### src/rtl/core/lrutrm_pkg.sv
package lrutrm_pkg;

    // Fixed field widths of the item channels
    localparam int OP_W     = 3;
    localparam int IN_KEY_W = 16;
    localparam int RN_W     = 4;
    localparam int ACT_W    = 2;
    localparam int OUT_KEY_W = 16;
    localparam int ST_W     = 3;

    // First temporary register number
    localparam logic [RN_W-1:0] TMP_BASE = 4'd8;

    // Actions carried on the result channel
    localparam logic [ACT_W-1:0] ACT_REPLY = 2'd0;
    localparam logic [ACT_W-1:0] ACT_STORE = 2'd1;
    localparam logic [ACT_W-1:0] ACT_LOAD  = 2'd2;

    // Reply status codes
    localparam logic [ST_W-1:0] ST_OK     = 3'd0;
    localparam logic [ST_W-1:0] ST_NULL   = 3'd1;
    localparam logic [ST_W-1:0] ST_PINNED = 3'd2;
    localparam logic [ST_W-1:0] ST_DOUBLE = 3'd3;
    localparam logic [ST_W-1:0] ST_NOTTMP = 3'd4;

    typedef enum logic [OP_W-1:0] {
        OP_LOOKUP_LOAD = 3'd0,
        OP_ALLOCATE    = 3'd1,
        OP_RESERVE     = 3'd2,
        OP_FREE        = 3'd3,
        OP_QUERY       = 3'd4,
        OP_SPILL_ALL   = 3'd5,
        OP_CLEAR       = 3'd6,
        OP_STORE       = 3'd7
    } op_t;

    // What the output register is loaded with
    typedef enum logic [3:0] {
        EK_STORE_PTR      = 4'd0,   // store of the pointed slot's key
        EK_LOAD_PTR       = 4'd1,   // load of the item key into the pointed slot
        EK_STORE_ITEM     = 4'd2,   // store of reg_number to the item key
        EK_REPLY_NONE     = 4'd3,   // reply, register 0, key 0
        EK_REPLY_HIT      = 4'd4,   // reply, hit register, item key
        EK_REPLY_PTR_ITEM = 4'd5,   // reply, pointed register, item key
        EK_REPLY_PTR_SLOT = 4'd6,   // reply, pointed register, its key
        EK_REPLY_RN_SLOT  = 4'd7,   // reply, reg_number, pointed slot's key
        EK_REPLY_RN_ZERO  = 4'd8,   // reply, reg_number, key 0
        EK_REPLY_QUERY    = 4'd9,   // reply with presence flag
        EK_REPLY_RN_ITEM  = 4'd10   // reply, reg_number, item key
    } emit_kind_t;

    // Slot pointer updates
    typedef enum logic [2:0] {
        P_HOLD     = 3'd0,
        P_ZERO     = 3'd1,
        P_INC      = 3'd2,
        P_FIRST    = 3'd3,
        P_HIT      = 3'd4,
        P_RN       = 3'd5,
        P_SCAN_END = 3'd6
    } ptr_op_t;

    typedef struct packed {
        logic       load_item;
        ptr_op_t    ptr_op;
        logic       scan_clr;
        logic       scan_en;
        logic       fill;
        logic       pin_set;
        logic       pin_clr;
        logic       clear_all;
        logic       emit;
        emit_kind_t emit_kind;
        logic [ST_W-1:0] emit_status;
    } dp_cmd_t;

    typedef struct packed {
        op_t  op;
        logic key_null;
        logic hit;
        logic any_free;
        logic any_unpinned;
        logic rn_temp;
        logic ptr_full;
        logic ptr_pinned;
        logic ptr_last;
        logic out_free;
    } dp_stat_t;

endpackage

### src/rtl/core/lrutrm_dpath.sv
module lrutrm_dpath
    import lrutrm_pkg::*;
#(
    parameter int SLOTS    = 8,
    parameter int KEY_BITS = 16,
    parameter int AGE_BITS = 16
) (
    input  logic        aclk,
    input  logic        aresetn,
    input  logic [23:0] s_tdata,   // var_key[15:0], reg_number[19:16], zero pad
    input  logic [2:0]  s_tuser,   // opcode[2:0]
    output logic        m_tvalid,
    input  logic        m_tready,
    output logic [23:0] m_tdata,   // out_reg[3:0], out_key[19:4], present[20], status[23:21]
    output logic [1:0]  m_tuser,   // action[1:0]
    output logic        m_tlast,
    input  dp_cmd_t     cmd,
    output dp_stat_t    stat
);

    localparam int IDX_W = $clog2(SLOTS);

    // Key resizing between the 16-bit ports and the stored width
    function automatic logic [KEY_BITS-1:0] to_key(input logic [IN_KEY_W-1:0] v);
        logic [63:0] w;
        w = 64'(v);
        return w[KEY_BITS-1:0];
    endfunction

    function automatic logic [OUT_KEY_W-1:0] to_out(input logic [KEY_BITS-1:0] k);
        logic [63:0] w;
        w = 64'(k);
        return w[OUT_KEY_W-1:0];
    endfunction

    // Slot i is register 8+i, wrapped to four bits
    function automatic logic [RN_W-1:0] slot_num(input logic [IDX_W-1:0] i);
        return RN_W'(i) + TMP_BASE;
    endfunction

    // Item registers
    op_t                 op_reg;
    logic [KEY_BITS-1:0] key_reg;
    logic [RN_W-1:0]     rn_reg;

    // Slot table
    logic [KEY_BITS-1:0] slot_key_reg  [SLOTS];
    logic [KEY_BITS-1:0] slot_key_next [SLOTS];
    logic [AGE_BITS-1:0] slot_age_reg  [SLOTS];
    logic [AGE_BITS-1:0] slot_age_next [SLOTS];
    logic [SLOTS-1:0]    slot_pin_reg, slot_pin_next;

    // Pointer and age scan
    logic [IDX_W-1:0]    ptr_reg, ptr_next;
    logic [IDX_W-1:0]    best_reg, best_next;
    logic [AGE_BITS-1:0] best_age_reg, best_age_next;
    logic                best_v_reg, best_v_next;

    // Output register
    logic                 out_valid_reg, out_valid_next;
    logic [ACT_W-1:0]     out_act_reg, out_act_next;
    logic [RN_W-1:0]      out_num_reg, out_num_next;
    logic [OUT_KEY_W-1:0] out_key_reg, out_key_next;
    logic                 out_pres_reg, out_pres_next;
    logic [ST_W-1:0]      out_st_reg, out_st_next;
    logic                 out_last_reg, out_last_next;

    logic                 hit, any_free, any_unp;
    logic [IDX_W-1:0]     hit_idx, free_idx, rn_idx;
    logic                 rn_temp, take;
    logic [KEY_BITS-1:0]  ptr_key;
    logic                 out_free;

    assign ptr_key  = slot_key_reg[ptr_reg];
    assign rn_idx   = IDX_W'(rn_reg[2:0]);
    assign rn_temp  = rn_reg[3] && (32'(rn_reg[2:0]) < SLOTS);
    assign out_free = !out_valid_reg || m_tready;

    // Parallel key compare and priority pick, lowest slot wins
    always_comb begin
        hit      = 1'b0;
        hit_idx  = '0;
        any_free = 1'b0;
        free_idx = '0;
        any_unp  = 1'b0;
        for (int i = SLOTS - 1; i >= 0; i--) begin
            if (slot_key_reg[i] == key_reg) begin
                hit     = 1'b1;
                hit_idx = IDX_W'(i);
            end
            if (!slot_pin_reg[i] && slot_key_reg[i] == '0) begin
                any_free = 1'b1;
                free_idx = IDX_W'(i);
            end
            if (!slot_pin_reg[i]) begin
                any_unp = 1'b1;
            end
        end
    end

    // Status to the controller
    always_comb begin
        stat.op           = op_reg;
        stat.key_null     = (key_reg == '0);
        stat.hit          = hit;
        stat.any_free     = any_free;
        stat.any_unpinned = any_unp;
        stat.rn_temp      = rn_temp;
        stat.ptr_full     = (ptr_key != '0);
        stat.ptr_pinned   = slot_pin_reg[ptr_reg];
        stat.ptr_last     = (ptr_reg == IDX_W'(SLOTS - 1));
        stat.out_free     = out_free;
    end

    // Oldest-unpinned scan, one slot a cycle; strict compare keeps the lowest on ties
    assign take = !slot_pin_reg[ptr_reg] &&
                  (!best_v_reg || slot_age_reg[ptr_reg] > best_age_reg);

    always_comb begin
        best_next     = best_reg;
        best_age_next = best_age_reg;
        best_v_next   = best_v_reg;
        if (cmd.scan_clr) begin
            best_v_next = 1'b0;
        end
        if (cmd.scan_en && take) begin
            best_next     = ptr_reg;
            best_age_next = slot_age_reg[ptr_reg];
            best_v_next   = 1'b1;
        end
    end

    // Pointer
    always_comb begin
        case (cmd.ptr_op)
            P_HOLD:     ptr_next = ptr_reg;
            P_ZERO:     ptr_next = '0;
            P_INC:      ptr_next = ptr_reg + 1'b1;
            P_FIRST:    ptr_next = free_idx;
            P_HIT:      ptr_next = hit_idx;
            P_RN:       ptr_next = rn_idx;
            P_SCAN_END: ptr_next = take ? ptr_reg : best_reg;
            default:    ptr_next = ptr_reg;
        endcase
    end

    // Slot table updates: clear, fill with ageing, pin changes
    always_comb begin
        slot_pin_next = slot_pin_reg;
        for (int i = 0; i < SLOTS; i++) begin
            slot_key_next[i] = slot_key_reg[i];
            slot_age_next[i] = slot_age_reg[i];
            if (cmd.clear_all) begin
                slot_key_next[i] = '0;
                slot_age_next[i] = '0;
            end
            if (cmd.fill) begin
                if (IDX_W'(i) == ptr_reg) begin
                    slot_key_next[i] = key_reg;
                    slot_age_next[i] = '0;
                end else if (slot_age_reg[i] != '1) begin
                    slot_age_next[i] = slot_age_reg[i] + 1'b1;
                end
            end
            if (IDX_W'(i) == ptr_reg) begin
                if (cmd.pin_set) begin
                    slot_pin_next[i] = 1'b1;
                end
                if (cmd.pin_clr) begin
                    slot_pin_next[i] = 1'b0;
                end
            end
        end
    end

    // Result item formation
    always_comb begin
        out_act_next  = out_act_reg;
        out_num_next  = out_num_reg;
        out_key_next  = out_key_reg;
        out_pres_next = out_pres_reg;
        out_st_next   = out_st_reg;
        out_last_next = out_last_reg;
        out_valid_next = out_valid_reg && !m_tready;
        if (cmd.emit) begin
            out_valid_next = 1'b1;
            out_act_next   = ACT_REPLY;
            out_num_next   = '0;
            out_key_next   = '0;
            out_pres_next  = 1'b0;
            out_st_next    = cmd.emit_status;
            out_last_next  = 1'b1;
            case (cmd.emit_kind)
                EK_STORE_PTR: begin
                    out_act_next  = ACT_STORE;
                    out_num_next  = slot_num(ptr_reg);
                    out_key_next  = to_out(ptr_key);
                    out_last_next = 1'b0;
                end
                EK_LOAD_PTR: begin
                    out_act_next  = ACT_LOAD;
                    out_num_next  = slot_num(ptr_reg);
                    out_key_next  = to_out(key_reg);
                    out_last_next = 1'b0;
                end
                EK_STORE_ITEM: begin
                    out_act_next  = ACT_STORE;
                    out_num_next  = rn_reg;
                    out_key_next  = to_out(key_reg);
                    out_last_next = 1'b0;
                end
                EK_REPLY_NONE: begin
                end
                EK_REPLY_HIT: begin
                    out_num_next = slot_num(hit_idx);
                    out_key_next = to_out(key_reg);
                end
                EK_REPLY_PTR_ITEM: begin
                    out_num_next = slot_num(ptr_reg);
                    out_key_next = to_out(key_reg);
                end
                EK_REPLY_PTR_SLOT: begin
                    out_num_next = slot_num(ptr_reg);
                    out_key_next = to_out(ptr_key);
                end
                EK_REPLY_RN_SLOT: begin
                    out_num_next = rn_reg;
                    out_key_next = to_out(ptr_key);
                end
                EK_REPLY_RN_ZERO: begin
                    out_num_next = rn_reg;
                end
                EK_REPLY_QUERY: begin
                    out_num_next  = hit ? slot_num(hit_idx) : '0;
                    out_key_next  = to_out(key_reg);
                    out_pres_next = hit;
                end
                EK_REPLY_RN_ITEM: begin
                    out_num_next = rn_reg;
                    out_key_next = to_out(key_reg);
                end
                default: begin
                end
            endcase
        end
    end

    // State registers
    always_ff @(posedge aclk) begin
        if (!aresetn) begin
            for (int i = 0; i < SLOTS; i++) begin
                slot_key_reg[i] <= '0;
                slot_age_reg[i] <= '0;
            end
            slot_pin_reg  <= '0;
            ptr_reg       <= '0;
            best_v_reg    <= 1'b0;
            out_valid_reg <= 1'b0;
        end else begin
            for (int i = 0; i < SLOTS; i++) begin
                slot_key_reg[i] <= slot_key_next[i];
                slot_age_reg[i] <= slot_age_next[i];
            end
            slot_pin_reg  <= slot_pin_next;
            ptr_reg       <= ptr_next;
            best_v_reg    <= best_v_next;
            out_valid_reg <= out_valid_next;
        end
    end

    // Payload registers
    always_ff @(posedge aclk) begin
        if (cmd.load_item) begin
            op_reg  <= op_t'(s_tuser);
            key_reg <= to_key(s_tdata[15:0]);
            rn_reg  <= s_tdata[19:16];
        end
        best_reg     <= best_next;
        best_age_reg <= best_age_next;
        out_act_reg  <= out_act_next;
        out_num_reg  <= out_num_next;
        out_key_reg  <= out_key_next;
        out_pres_reg <= out_pres_next;
        out_st_reg   <= out_st_next;
        out_last_reg <= out_last_next;
    end

    assign m_tvalid = out_valid_reg;
    assign m_tdata  = {out_st_reg, out_pres_reg, out_key_reg, out_num_reg};
    assign m_tuser  = out_act_reg;
    assign m_tlast  = out_last_reg;

endmodule

### src/rtl/core/lrutrm_ctrl.sv
module lrutrm_ctrl
    import lrutrm_pkg::*;
(
    input  logic     aclk,
    input  logic     aresetn,
    input  logic     s_tvalid,
    output logic     s_tready,
    output dp_cmd_t  cmd,
    input  dp_stat_t stat
);

    typedef enum logic [3:0] {
        S_IDLE,
        S_DECIDE,
        S_SCAN,
        S_VICTIM,
        S_LOAD,
        S_FREE,
        S_SPILL,
        S_STORE,
        S_REPLY
    } state_t;

    state_t          state_reg, state_next;
    emit_kind_t      rkind_reg, rkind_next;
    logic [ST_W-1:0] rst_reg, rst_next;

    assign s_tready = (state_reg == S_IDLE);

    always_comb begin
        logic            rep_go;
        emit_kind_t      rep_kind;
        logic [ST_W-1:0] rep_st;
        logic            victim;
        logic            needs_key;

        state_next = state_reg;
        rkind_next = rkind_reg;
        rst_next   = rst_reg;
        cmd        = '0;
        cmd.ptr_op = P_HOLD;
        cmd.emit_kind = EK_REPLY_NONE;
        cmd.emit_status = ST_OK;
        rep_go     = 1'b0;
        rep_kind   = EK_REPLY_NONE;
        rep_st     = ST_OK;
        victim     = 1'b0;
        needs_key  = (stat.op == OP_LOOKUP_LOAD) || (stat.op == OP_ALLOCATE) ||
                     (stat.op == OP_QUERY) || (stat.op == OP_STORE);

        case (state_reg)
            S_IDLE: begin
                cmd.load_item = s_tvalid;
                if (s_tvalid) begin
                    state_next = S_DECIDE;
                end
            end

            // Classify the item; plain replies leave at once when the output is free
            S_DECIDE: begin
                if (needs_key && stat.key_null) begin
                    rep_go = 1'b1;
                    rep_st = ST_NULL;
                end else begin
                    case (stat.op)
                        OP_LOOKUP_LOAD: begin
                            if (stat.hit) begin
                                rep_go   = 1'b1;
                                rep_kind = EK_REPLY_HIT;
                            end else begin
                                victim = 1'b1;
                            end
                        end
                        OP_ALLOCATE: begin
                            if (stat.hit) begin
                                cmd.ptr_op = P_HIT;
                                state_next = S_VICTIM;
                            end else begin
                                victim = 1'b1;
                            end
                        end
                        OP_RESERVE: victim = 1'b1;
                        OP_FREE: begin
                            if (!stat.rn_temp) begin
                                rep_go   = 1'b1;
                                rep_kind = EK_REPLY_RN_ZERO;
                                rep_st   = ST_NOTTMP;
                            end else begin
                                cmd.ptr_op = P_RN;
                                state_next = S_FREE;
                            end
                        end
                        OP_QUERY: begin
                            rep_go   = 1'b1;
                            rep_kind = EK_REPLY_QUERY;
                        end
                        OP_SPILL_ALL: begin
                            cmd.ptr_op = P_ZERO;
                            state_next = S_SPILL;
                        end
                        OP_CLEAR: begin
                            cmd.clear_all = 1'b1;
                            rep_go = 1'b1;
                        end
                        OP_STORE: state_next = S_STORE;
                        default: begin
                        end
                    endcase
                end

                // Victim choice: empty unpinned slot first, else age scan
                if (victim) begin
                    if (!stat.any_unpinned) begin
                        rep_go = 1'b1;
                        rep_st = ST_PINNED;
                    end else if (stat.any_free) begin
                        cmd.ptr_op = P_FIRST;
                        state_next = S_VICTIM;
                    end else begin
                        cmd.ptr_op   = P_ZERO;
                        cmd.scan_clr = 1'b1;
                        state_next   = S_SCAN;
                    end
                end

                if (rep_go) begin
                    if (stat.out_free) begin
                        cmd.emit        = 1'b1;
                        cmd.emit_kind   = rep_kind;
                        cmd.emit_status = rep_st;
                        state_next      = S_IDLE;
                    end else begin
                        rkind_next = rep_kind;
                        rst_next   = rep_st;
                        state_next = S_REPLY;
                    end
                end
            end

            S_SCAN: begin
                cmd.scan_en = 1'b1;
                if (stat.ptr_last) begin
                    cmd.ptr_op = P_SCAN_END;
                    state_next = S_VICTIM;
                end else begin
                    cmd.ptr_op = P_INC;
                end
            end

            // Pointer holds the victim
            S_VICTIM: begin
                if (stat.op == OP_RESERVE) begin
                    cmd.pin_set = 1'b1;
                    rkind_next  = EK_REPLY_PTR_SLOT;
                    rst_next    = ST_OK;
                    state_next  = S_REPLY;
                end else if (!stat.ptr_full || stat.out_free) begin
                    // old key leaves the slot in the same cycle as the refill
                    cmd.emit      = stat.ptr_full;
                    cmd.emit_kind = EK_STORE_PTR;
                    cmd.fill      = 1'b1;
                    if (stat.op == OP_LOOKUP_LOAD) begin
                        state_next = S_LOAD;
                    end else begin
                        rkind_next = EK_REPLY_PTR_ITEM;
                        rst_next   = ST_OK;
                        state_next = S_REPLY;
                    end
                end
            end

            S_LOAD: begin
                if (stat.out_free) begin
                    cmd.emit      = 1'b1;
                    cmd.emit_kind = EK_LOAD_PTR;
                    rkind_next    = EK_REPLY_PTR_ITEM;
                    rst_next      = ST_OK;
                    state_next    = S_REPLY;
                end
            end

            S_FREE: begin
                rkind_next = EK_REPLY_RN_SLOT;
                if (stat.ptr_pinned) begin
                    cmd.pin_clr = 1'b1;
                    rst_next    = ST_OK;
                end else begin
                    rst_next    = ST_DOUBLE;
                end
                state_next = S_REPLY;
            end

            // One slot a cycle unless a store waits for the output; stores for occupied slots only
            S_SPILL: begin
                if (!stat.ptr_full || stat.out_free) begin
                    cmd.emit      = stat.ptr_full;
                    cmd.emit_kind = EK_STORE_PTR;
                    if (stat.ptr_last) begin
                        rkind_next = EK_REPLY_NONE;
                        rst_next   = ST_OK;
                        state_next = S_REPLY;
                    end else begin
                        cmd.ptr_op = P_INC;
                    end
                end
            end

            S_STORE: begin
                if (stat.out_free) begin
                    cmd.emit      = 1'b1;
                    cmd.emit_kind = EK_STORE_ITEM;
                    rkind_next    = EK_REPLY_RN_ITEM;
                    rst_next      = ST_OK;
                    state_next    = S_REPLY;
                end
            end

            S_REPLY: begin
                if (stat.out_free) begin
                    cmd.emit        = 1'b1;
                    cmd.emit_kind   = rkind_reg;
                    cmd.emit_status = rst_reg;
                    state_next      = S_IDLE;
                end
            end

            default: state_next = S_IDLE;
        endcase
    end

    always_ff @(posedge aclk) begin
        if (!aresetn) begin
            state_reg <= S_IDLE;
            rkind_reg <= EK_REPLY_NONE;
            rst_reg   <= ST_OK;
        end else begin
            state_reg <= state_next;
            rkind_reg <= rkind_next;
            rst_reg   <= rst_next;
        end
    end

endmodule

### src/rtl/core/lru_temp_register_map.sv
// Channel  | Direction | Ports                          | Item contents
// ---------+-----------+--------------------------------+-------------------------------------
// s_       | in        | s_tvalid s_tready s_tdata      | tuser: opcode; tdata: var_key,
//          |           | s_tuser                        | reg_number
// m_       | out       | m_tvalid m_tready m_tdata      | tuser: action; tdata: out_reg,
//          |           | m_tuser m_tlast                | out_key, present, status; tlast: last
//
// One item at a time. A plain reply is accepted, then decided and emitted when the output is free.
// A miss with an empty unpinned slot goes to that slot at once; with none, the age scan
// first walks the slots, one slot a cycle through the single slot pointer.
// Spill all walks every slot in turn. Output stalls hold every step that emits an item.
// Reset (aresetn low, synchronous) empties every slot, zeroes ages and pins at once.
// The output register lets a new item be accepted while the last reply still waits.
module lru_temp_register_map
    import lrutrm_pkg::*;
#(
    parameter int SLOTS    = 8,
    parameter int KEY_BITS = 16,
    parameter int AGE_BITS = 16
) (
    input  logic        aclk,
    input  logic        aresetn,
    input  logic        s_tvalid,
    output logic        s_tready,
    input  logic [23:0] s_tdata,   // var_key[15:0], reg_number[19:16], zero pad [23:20]
    input  logic [2:0]  s_tuser,   // opcode[2:0]
    output logic        m_tvalid,
    input  logic        m_tready,
    output logic [23:0] m_tdata,   // out_reg[3:0], out_key[19:4], present[20], status[23:21]
    output logic [1:0]  m_tuser,   // action[1:0]
    output logic        m_tlast
);

    dp_cmd_t  cmd;
    dp_stat_t stat;

    // Sequencer
    lrutrm_ctrl u_ctrl (
        .aclk     (aclk),
        .aresetn  (aresetn),
        .s_tvalid (s_tvalid),
        .s_tready (s_tready),
        .cmd      (cmd),
        .stat     (stat)
    );

    // Slot table, scan and output register
    lrutrm_dpath #(
        .SLOTS    (SLOTS),
        .KEY_BITS (KEY_BITS),
        .AGE_BITS (AGE_BITS)
    ) u_dpath (
        .aclk     (aclk),
        .aresetn  (aresetn),
        .s_tdata  (s_tdata),
        .s_tuser  (s_tuser),
        .m_tvalid (m_tvalid),
        .m_tready (m_tready),
        .m_tdata  (m_tdata),
        .m_tuser  (m_tuser),
        .m_tlast  (m_tlast),
        .cmd      (cmd),
        .stat     (stat)
    );

endmodule

### config.mk
export PLATFORM = sky130hd
export DESIGN_NAME = lru_temp_register_map
export DESIGN_NICKNAME = d
export VERILOG_FILES = /design/src/rtl/core/lrutrm_pkg.sv /design/src/rtl/core/lrutrm_dpath.sv /design/src/rtl/core/lrutrm_ctrl.sv /design/src/rtl/core/lru_temp_register_map.sv
export SDC_FILE = /design/constraint.sdc
export NUM_CORES = 1
export LEC_CHECK = 0
export BUFFER_PORTS_ARGS = -buffer_cell sky130_fd_sc_hd__buf_2
export CORE_MARGIN = 4
export CORE_UTILIZATION = 30
export CTS_CLUSTER_DIAMETER = 150
export DETAILED_ROUTE_END_ITERATION = 8
export GPL_ROUTABILITY_DRIVEN = 0
export PLACE_DENSITY = 0.55
export SYNTH_ARGS = -nofsm -noshare
export SYNTH_HDL_FRONTEND = slang
export SYNTH_SLANG_ARGS = --single-unit
export TNS_END_PERCENT = 50
### constraint.sdc
create_clock -name aclk -period 6.05 [get_ports aclk]
set_input_delay 0.3025 -clock aclk [delete_from_list [all_inputs] [get_ports aclk]]
set_output_delay 0.3025 -clock aclk [all_outputs]
set_load 0.01 [all_outputs]
Word-level counts from Yosys, hierarchy flattened

Memories as Yosys holds them, arrays and structs flattened. A register that Yosys moved wholly into a read port is not among the register bits.
Cells that the tools add are included.

Reduce and logical (&&, ||, !) cells: 71
Magnitude comparators: 2
Eq/ne operators: 67
Muxes and demuxes: 223
Add/sub/neg operators: 11
Bitwise logic cells: 16

Operator list:

| cell                                           | number |
|---|---|
| two-way mux 16 bit                             | 72 |
| logical NOT 16 bit                             | 9 |
| adder 16 x 1 -> 16 bit (second input constant) | 8 |
| == test 16 bit                                 | 8 |
| inequality test 16 bit (second input constant) | 8 |
| two-way mux 3 bit                              | 40 |
| two-way mux 4 bit                              | 29 |
| two-way mux 1 bit                              | 55 |
| == test 4 x 3 -> 1 bit (second input constant) | 8 |
| one-hot mux 16 bit (2 select lines)            | 1 |
| one-hot mux 4 bit (4 select lines)             | 2 |
| one-hot mux 4 bit (8 select lines)             | 1 |
| one-hot mux 5 bit (6 select lines)             | 1 |
| == test 3 bit (second input constant)          | 8 |
| two-way mux 8 bit                              | 3 |
| one-hot mux 4 bit (6 select lines)             | 1 |
| two-way mux 5 bit                              | 4 |
| one-hot mux 3 bit (3 select lines)             | 2 |
| one-hot mux 3 bit (6 select lines)             | 1 |
| AND reduction 2 bit                            | 9 |
| == test 4 bit (second input constant)          | 4 |
| > comparator 16 bit                            | 1 |
| bitwise OR 1 bit                               | 16 |
| nonzero test 16 bit                            | 1 |
| other kinds (37)                               | 98 |

Input port bits: 31
Register bits after elaboration: 93
Word-level logic and storage cells: 417
Output and inout port bits: 29
Bits in writable memories: 256
Memories kept: 2

Memories:

| memory               | words | bits a word | read ports | clocked after Yosys merged registers in | wr ports | line               | RTL |
|---|---|---|---|---|---|---|---|
| u_dpath.slot_age_reg | 8     | 16          | 9          | 1                                       | 8        | lrutrm_dpath.sv:49 | `logic [AGE_BITS-1:0] slot_age_reg [SLOTS];` |
| u_dpath.slot_key_reg | 8     | 16          | 9          | 1                                       | 8        | lrutrm_dpath.sv:47 | `logic [KEY_BITS-1:0] slot_key_reg [SLOTS];` |

Depth between registers and ports, before layout

An unclocked memory read counts as a cell.

Word-level depth: 21
Gate-level depth with buffers: 18
Depth with buffers taken out: 13

Cells and area by module

A second synthesis with hierarchy kept.

Cells, all modules: 2,375
Area total of the unflattened synthesis: 20,888.8 um^2

By module, submodules not included:

| module       | times used | cells each | area each (um^2) | seq. area each (um^2) |
|---|---|---|---|---|
| lrutrm_dpath | 1          | 2,161      | 19,406.1         | 7,517.2 |
| lrutrm_ctrl  | 1          | 214        | 1,482.7          | 220.2 |

Worst setup path after synthesis

OpenSTA, ideal clock, no wires.

Kind: register to register
Start: register (tool-made name)
End: register u_dpath.best_age_reg[0], read port of u_dpath.slot_age_reg (enable)
Clock period less this slack: 4,528 ps
Buffers on the path: 5
Required time: 5,654 ps
Setup time: 396 ps
Path slack: 1,522 ps
Arrival time: 4,132 ps
Cell stages (with the launch flop): 16
Cell sequence: dfxtp_1 -> buf_6 -> buf_2 -> clkbuf_1 -> clkbuf_1 -> clkbuf_1 -> mux4_2 -> mux2_2 -> ha_1 -> a21o_1 -> a21o_1 -> a21oi_1 -> o211ai_1 -> o21a_1 -> o31ai_1 -> nor2_1

RTL lines:

| item          | line               | RTL |
|---|---|---|
| end, declared | lrutrm_dpath.sv:56 | `logic [AGE_BITS-1:0] best_age_reg, best_age_next;` |

==> summary.md <==
| Metric | Value |
|---|---|
| Met3 WL | 4.45 mm |
| Leakage | 8.41 nW |
| Core ar. | 0.0685 mm2 |
| CP Capture Type | flop |
| Vias in the first global route | 17.7k |
| Top FF cell, synth | dfxtp_1 |
| Metal1 wirelength | 29.5 mm |
| Sequential share of power | 0.415 |
| DP Wirelength | 47.6 mm |
| Flops & latches, synth | 352 |
| Fillcell total | 6953 |
| Final WS setup | 1.26 ns |
| DRC violation count after routing | 0 |
| Clk_lat worst skew | 0.59 ns |
| CTS Hold Bufs | 23 |
| Synthesized Nets | 2410 |
| Slew Viols, Final | 0 |
| Slew @ Worst Pin | 1.19 ns |
| Setup TNS | 0 ns |
| Cell Int Power | 4.64 mW |
| Layout cells sized above 1 | 0.130 |
| Post-synth EDFFs | 69 |
| Final Skew | 0.0432 ns |
| DR top layer | met4 |
| Initial Util | 0.302 |
| Slew headroom | 0.209 |
| CP Max Fanout | 52 |
| Final Hold Viols | 0 |
| Comb pwr share | 0.231 |
| Setup CP Type | reg -> reg |
| Largest net degree at the start of global routing | 122 |
| Clk sink count | 352 |
| Worst path cell trace | buf_4 > mux4_2 > mux2i_1 > nand2_1 > nor4_4 > a21oi_2 > a211oi_4 > buf_4 > xnor2_1 > and2_1 > a22o_1 |
| Post-CTS setup buffers | 0 |
| Ant. Diodes | 0 |
| Largest stage delay, worst path | 0.75 ns |
| Initial DRC count | 1886 |
| Sw power | 2.32 mW |
| Clock power frac | 0.354 |
| Cell Area, Synth | 0.0207 mm2 |
| Drt pass-1 iters | 7 |
| Gr ovfl total | 0 |
| Via density | 5.65 |
| Total power | 6.95 mW |
| Io pins | 60 |
| Clock slew at reported path FFs | 0.06 ns |
| Synth async-reset ratio | 0 |
| Routed len/inst | 20.7 um |
| H-tree levels | 2 |
| Sw Ratio | 0.333 |
| Maximum vdd drop | 0.196 mV |
| Final wirelength | 67.7 mm |
| Clk buf depth | 3 |
| First-pass GRT wire length | 106 mm |
| Worst path required time | 6.50 ns |
| WP data arrival | 5.24 ns |
| Max_cap viols | 0 |
| DIE WIDTH | 271 um |
| TritonCTS Buffers | 40 |
| Worst path slowest cell | dfxtp_4 |
| Minimum clock period | 4.79 ns |
| Via Count | 18.5k |
| Die ar. | 0.0733 mm2 |
| Antenna Nets Post-Route | 0 |
| TritonCTS clock tree | yes |
| Sequential element share of the synthesized area | 0.374 |
| Run status | complete, no violations |
| RSZ-0062 raised after global routing | no |
| Netlist cell types | 80 |
| Die Height | 271 um |
| # rows | 96 |
| CP most frequent cell | buf_4 |
| CTS root buf | clkbuf_16 |
| NumNets Final | 2414 |
| Area Growth Syn to Fin | 12.9% |
| # setup viols final | 0 |
| Post-CTS sizing | 0 |
| Cells after Synth | 2349 |
| Highest clock rate | 0.209 GHz |
| Hold crit path type | in -> reg |
| Initial antenna violation count | 0 |
| Tot GR Track Use | 0.178 |
| Yosys warning count | 0 |
| R2R Setup Slk | 1.26 ns |
| PortBufs | 55 |
| Pre-CTS setup slack | 1.34 ns |
| Met2 WL post-DR | 31.3 mm |
| Tcrit/Tclk final | 0.792 |
| CP startpoint kind | flop |
| Synthesized area per cell | 8.81 um2 |
| Power Dens Cells | 298 mW/mm2 |
==> power groups by stage <==
| stage | logic (mW) | clock network, mW | registers (mW) |
|---|---|---|---|
| 2_1_floorplan | 1.21 | 0 | 2.74 |
| 3_3_place_gp | 1.55 | 0 | 2.92 |
| 3_5_place_dp | 1.57 | 0 | 2.93 |
| 4_1_cts | 1.59 | 2.52 | 2.88 |
| 5_1_grt | 1.74 | 2.61 | 2.90 |
| 6_report | 1.61 | 2.46 | 2.89 |
==> final timing paths <==
kind         cells after the start                      to         startpoint
max                             11  u_dpath.out_key_reg[5]               flop
min                              2     u_ctrl.rkind_reg[1]            aresetn
max reg2reg                     11  u_dpath.out_key_reg[5]               flop
min reg2reg                      2       u_ctrl.rst_reg[2]  u_ctrl.rst_reg[2]
==> layer usage <==
metal  track usage  vias up
li1              -     8586
met1         0.240     9020
met2         0.294      707
met3        0.0244      137
met4        0.0645        0
met5             0        -
==> Yosys cell counts (17+ instances only) <==
cell / instances / share of area
a21oi_1: 103 / 0.025
clkbuf_1: 120 / 0.022
a211oi_1: 17 / 0.0062
nand2_1: 232 / 0.042
mux4_2: 49 / 0.053
nand3b_1: 17 / 0.0062
dfxtp_1: 283 / 0.27
and3_1: 89 / 0.027
nor3_1: 34 / 0.0082
o21ai_0: 72 / 0.017
inv_1: 48 / 0.0087
nor2_1: 174 / 0.032
a22o_1: 20 / 0.0085
a31oi_1: 41 / 0.012
mux2i_1: 51 / 0.025
nor4_1: 78 / 0.024
nand3_1: 169 / 0.041
buf_2: 24 / 0.0058
buf_1: 18 / 0.0033
xor2_1: 163 / 0.069
mux2_2: 49 / 0.027
edfxtp_1: 69 / 0.10
nand4_1: 48 / 0.015
a21boi_0: 80 / 0.029
nor2b_1: 46 / 0.014
ha_1: 30 / 0.018
==> critical path, delay by kind of cell (launching register included) <==
kind                   cells  cell delay, ns
AO/OA/AOI/OAI              3            0.78
multiplexers               2            0.92
XOR/XNOR                   1            0.19
flip-flops                 1            0.75
buffers and inverters      2            0.83
AND/OR/NAND/NOR            3            1.15
==> through the flow <==
stage | area, um2 | hold WS (ns) | std cells | util
2_1_floorplan | 20700 | 0.401 | 2349 | -
3_3_place_gp | 21800 | 0.452 | 3170 | 0.319
3_5_place_dp | 21800 | 0.462 | 3170 | 0.319
4_1_cts | 23400 | 0.308 | 3266 | 0.341
5_1_grt | 23400 | 0.387 | 3266 | 0.341
6_report | 23400 | 0.339 | 3266 | 0.341
==> placed cells by master, fill, tap and decap left out, types with 41 or more instances in the layout <==
cell type  instances
a21boi_0          80
a21oi_1          103
a31oi_1           41
and3_1            89
buf_2             54
buf_4             53
clkbuf_16         41
dfxtp_1          280
edfxtp_1          69
inv_1             48
mux2_2            49
mux2i_1           51
mux4_2            49
nand2_1          232
nand3_1          168
nand4_1           48
nor2_1           172
nor2b_1           46
nor4_1            78
o21ai_0           72
xor2_1           163
==> cell families (layout without fill, tap and decap cells) <==
kind of cell / Yosys count / in the layout / synth area share
AOI/OAI and AO/OA: 451 / 451 / 0.145
xor gates and xnor gates: 176 / 176 / 0.0745
adders and majority gates: 30 / 30 / 0.0181
buffers and inverters: 218 / 253 / 0.0426
DFF: 352 / 352 / 0.374
muxes: 150 / 150 / 0.106
and+or+nand+nor: 972 / 972 / 0.240
==> area by class of cell <==
type	count	area, um2	area share
inverter	49	184	0.00787
multi-input combinational	1779	12100	0.518
sequential	352	7740	0.331
clock buffer	63	1190	0.0509
clock inverter	10	116	0.00498
timing repair buffer	131	918	0.0393
tap	882	1100	0.0472
No activity file was read; power rests on OpenSTA's default activity.
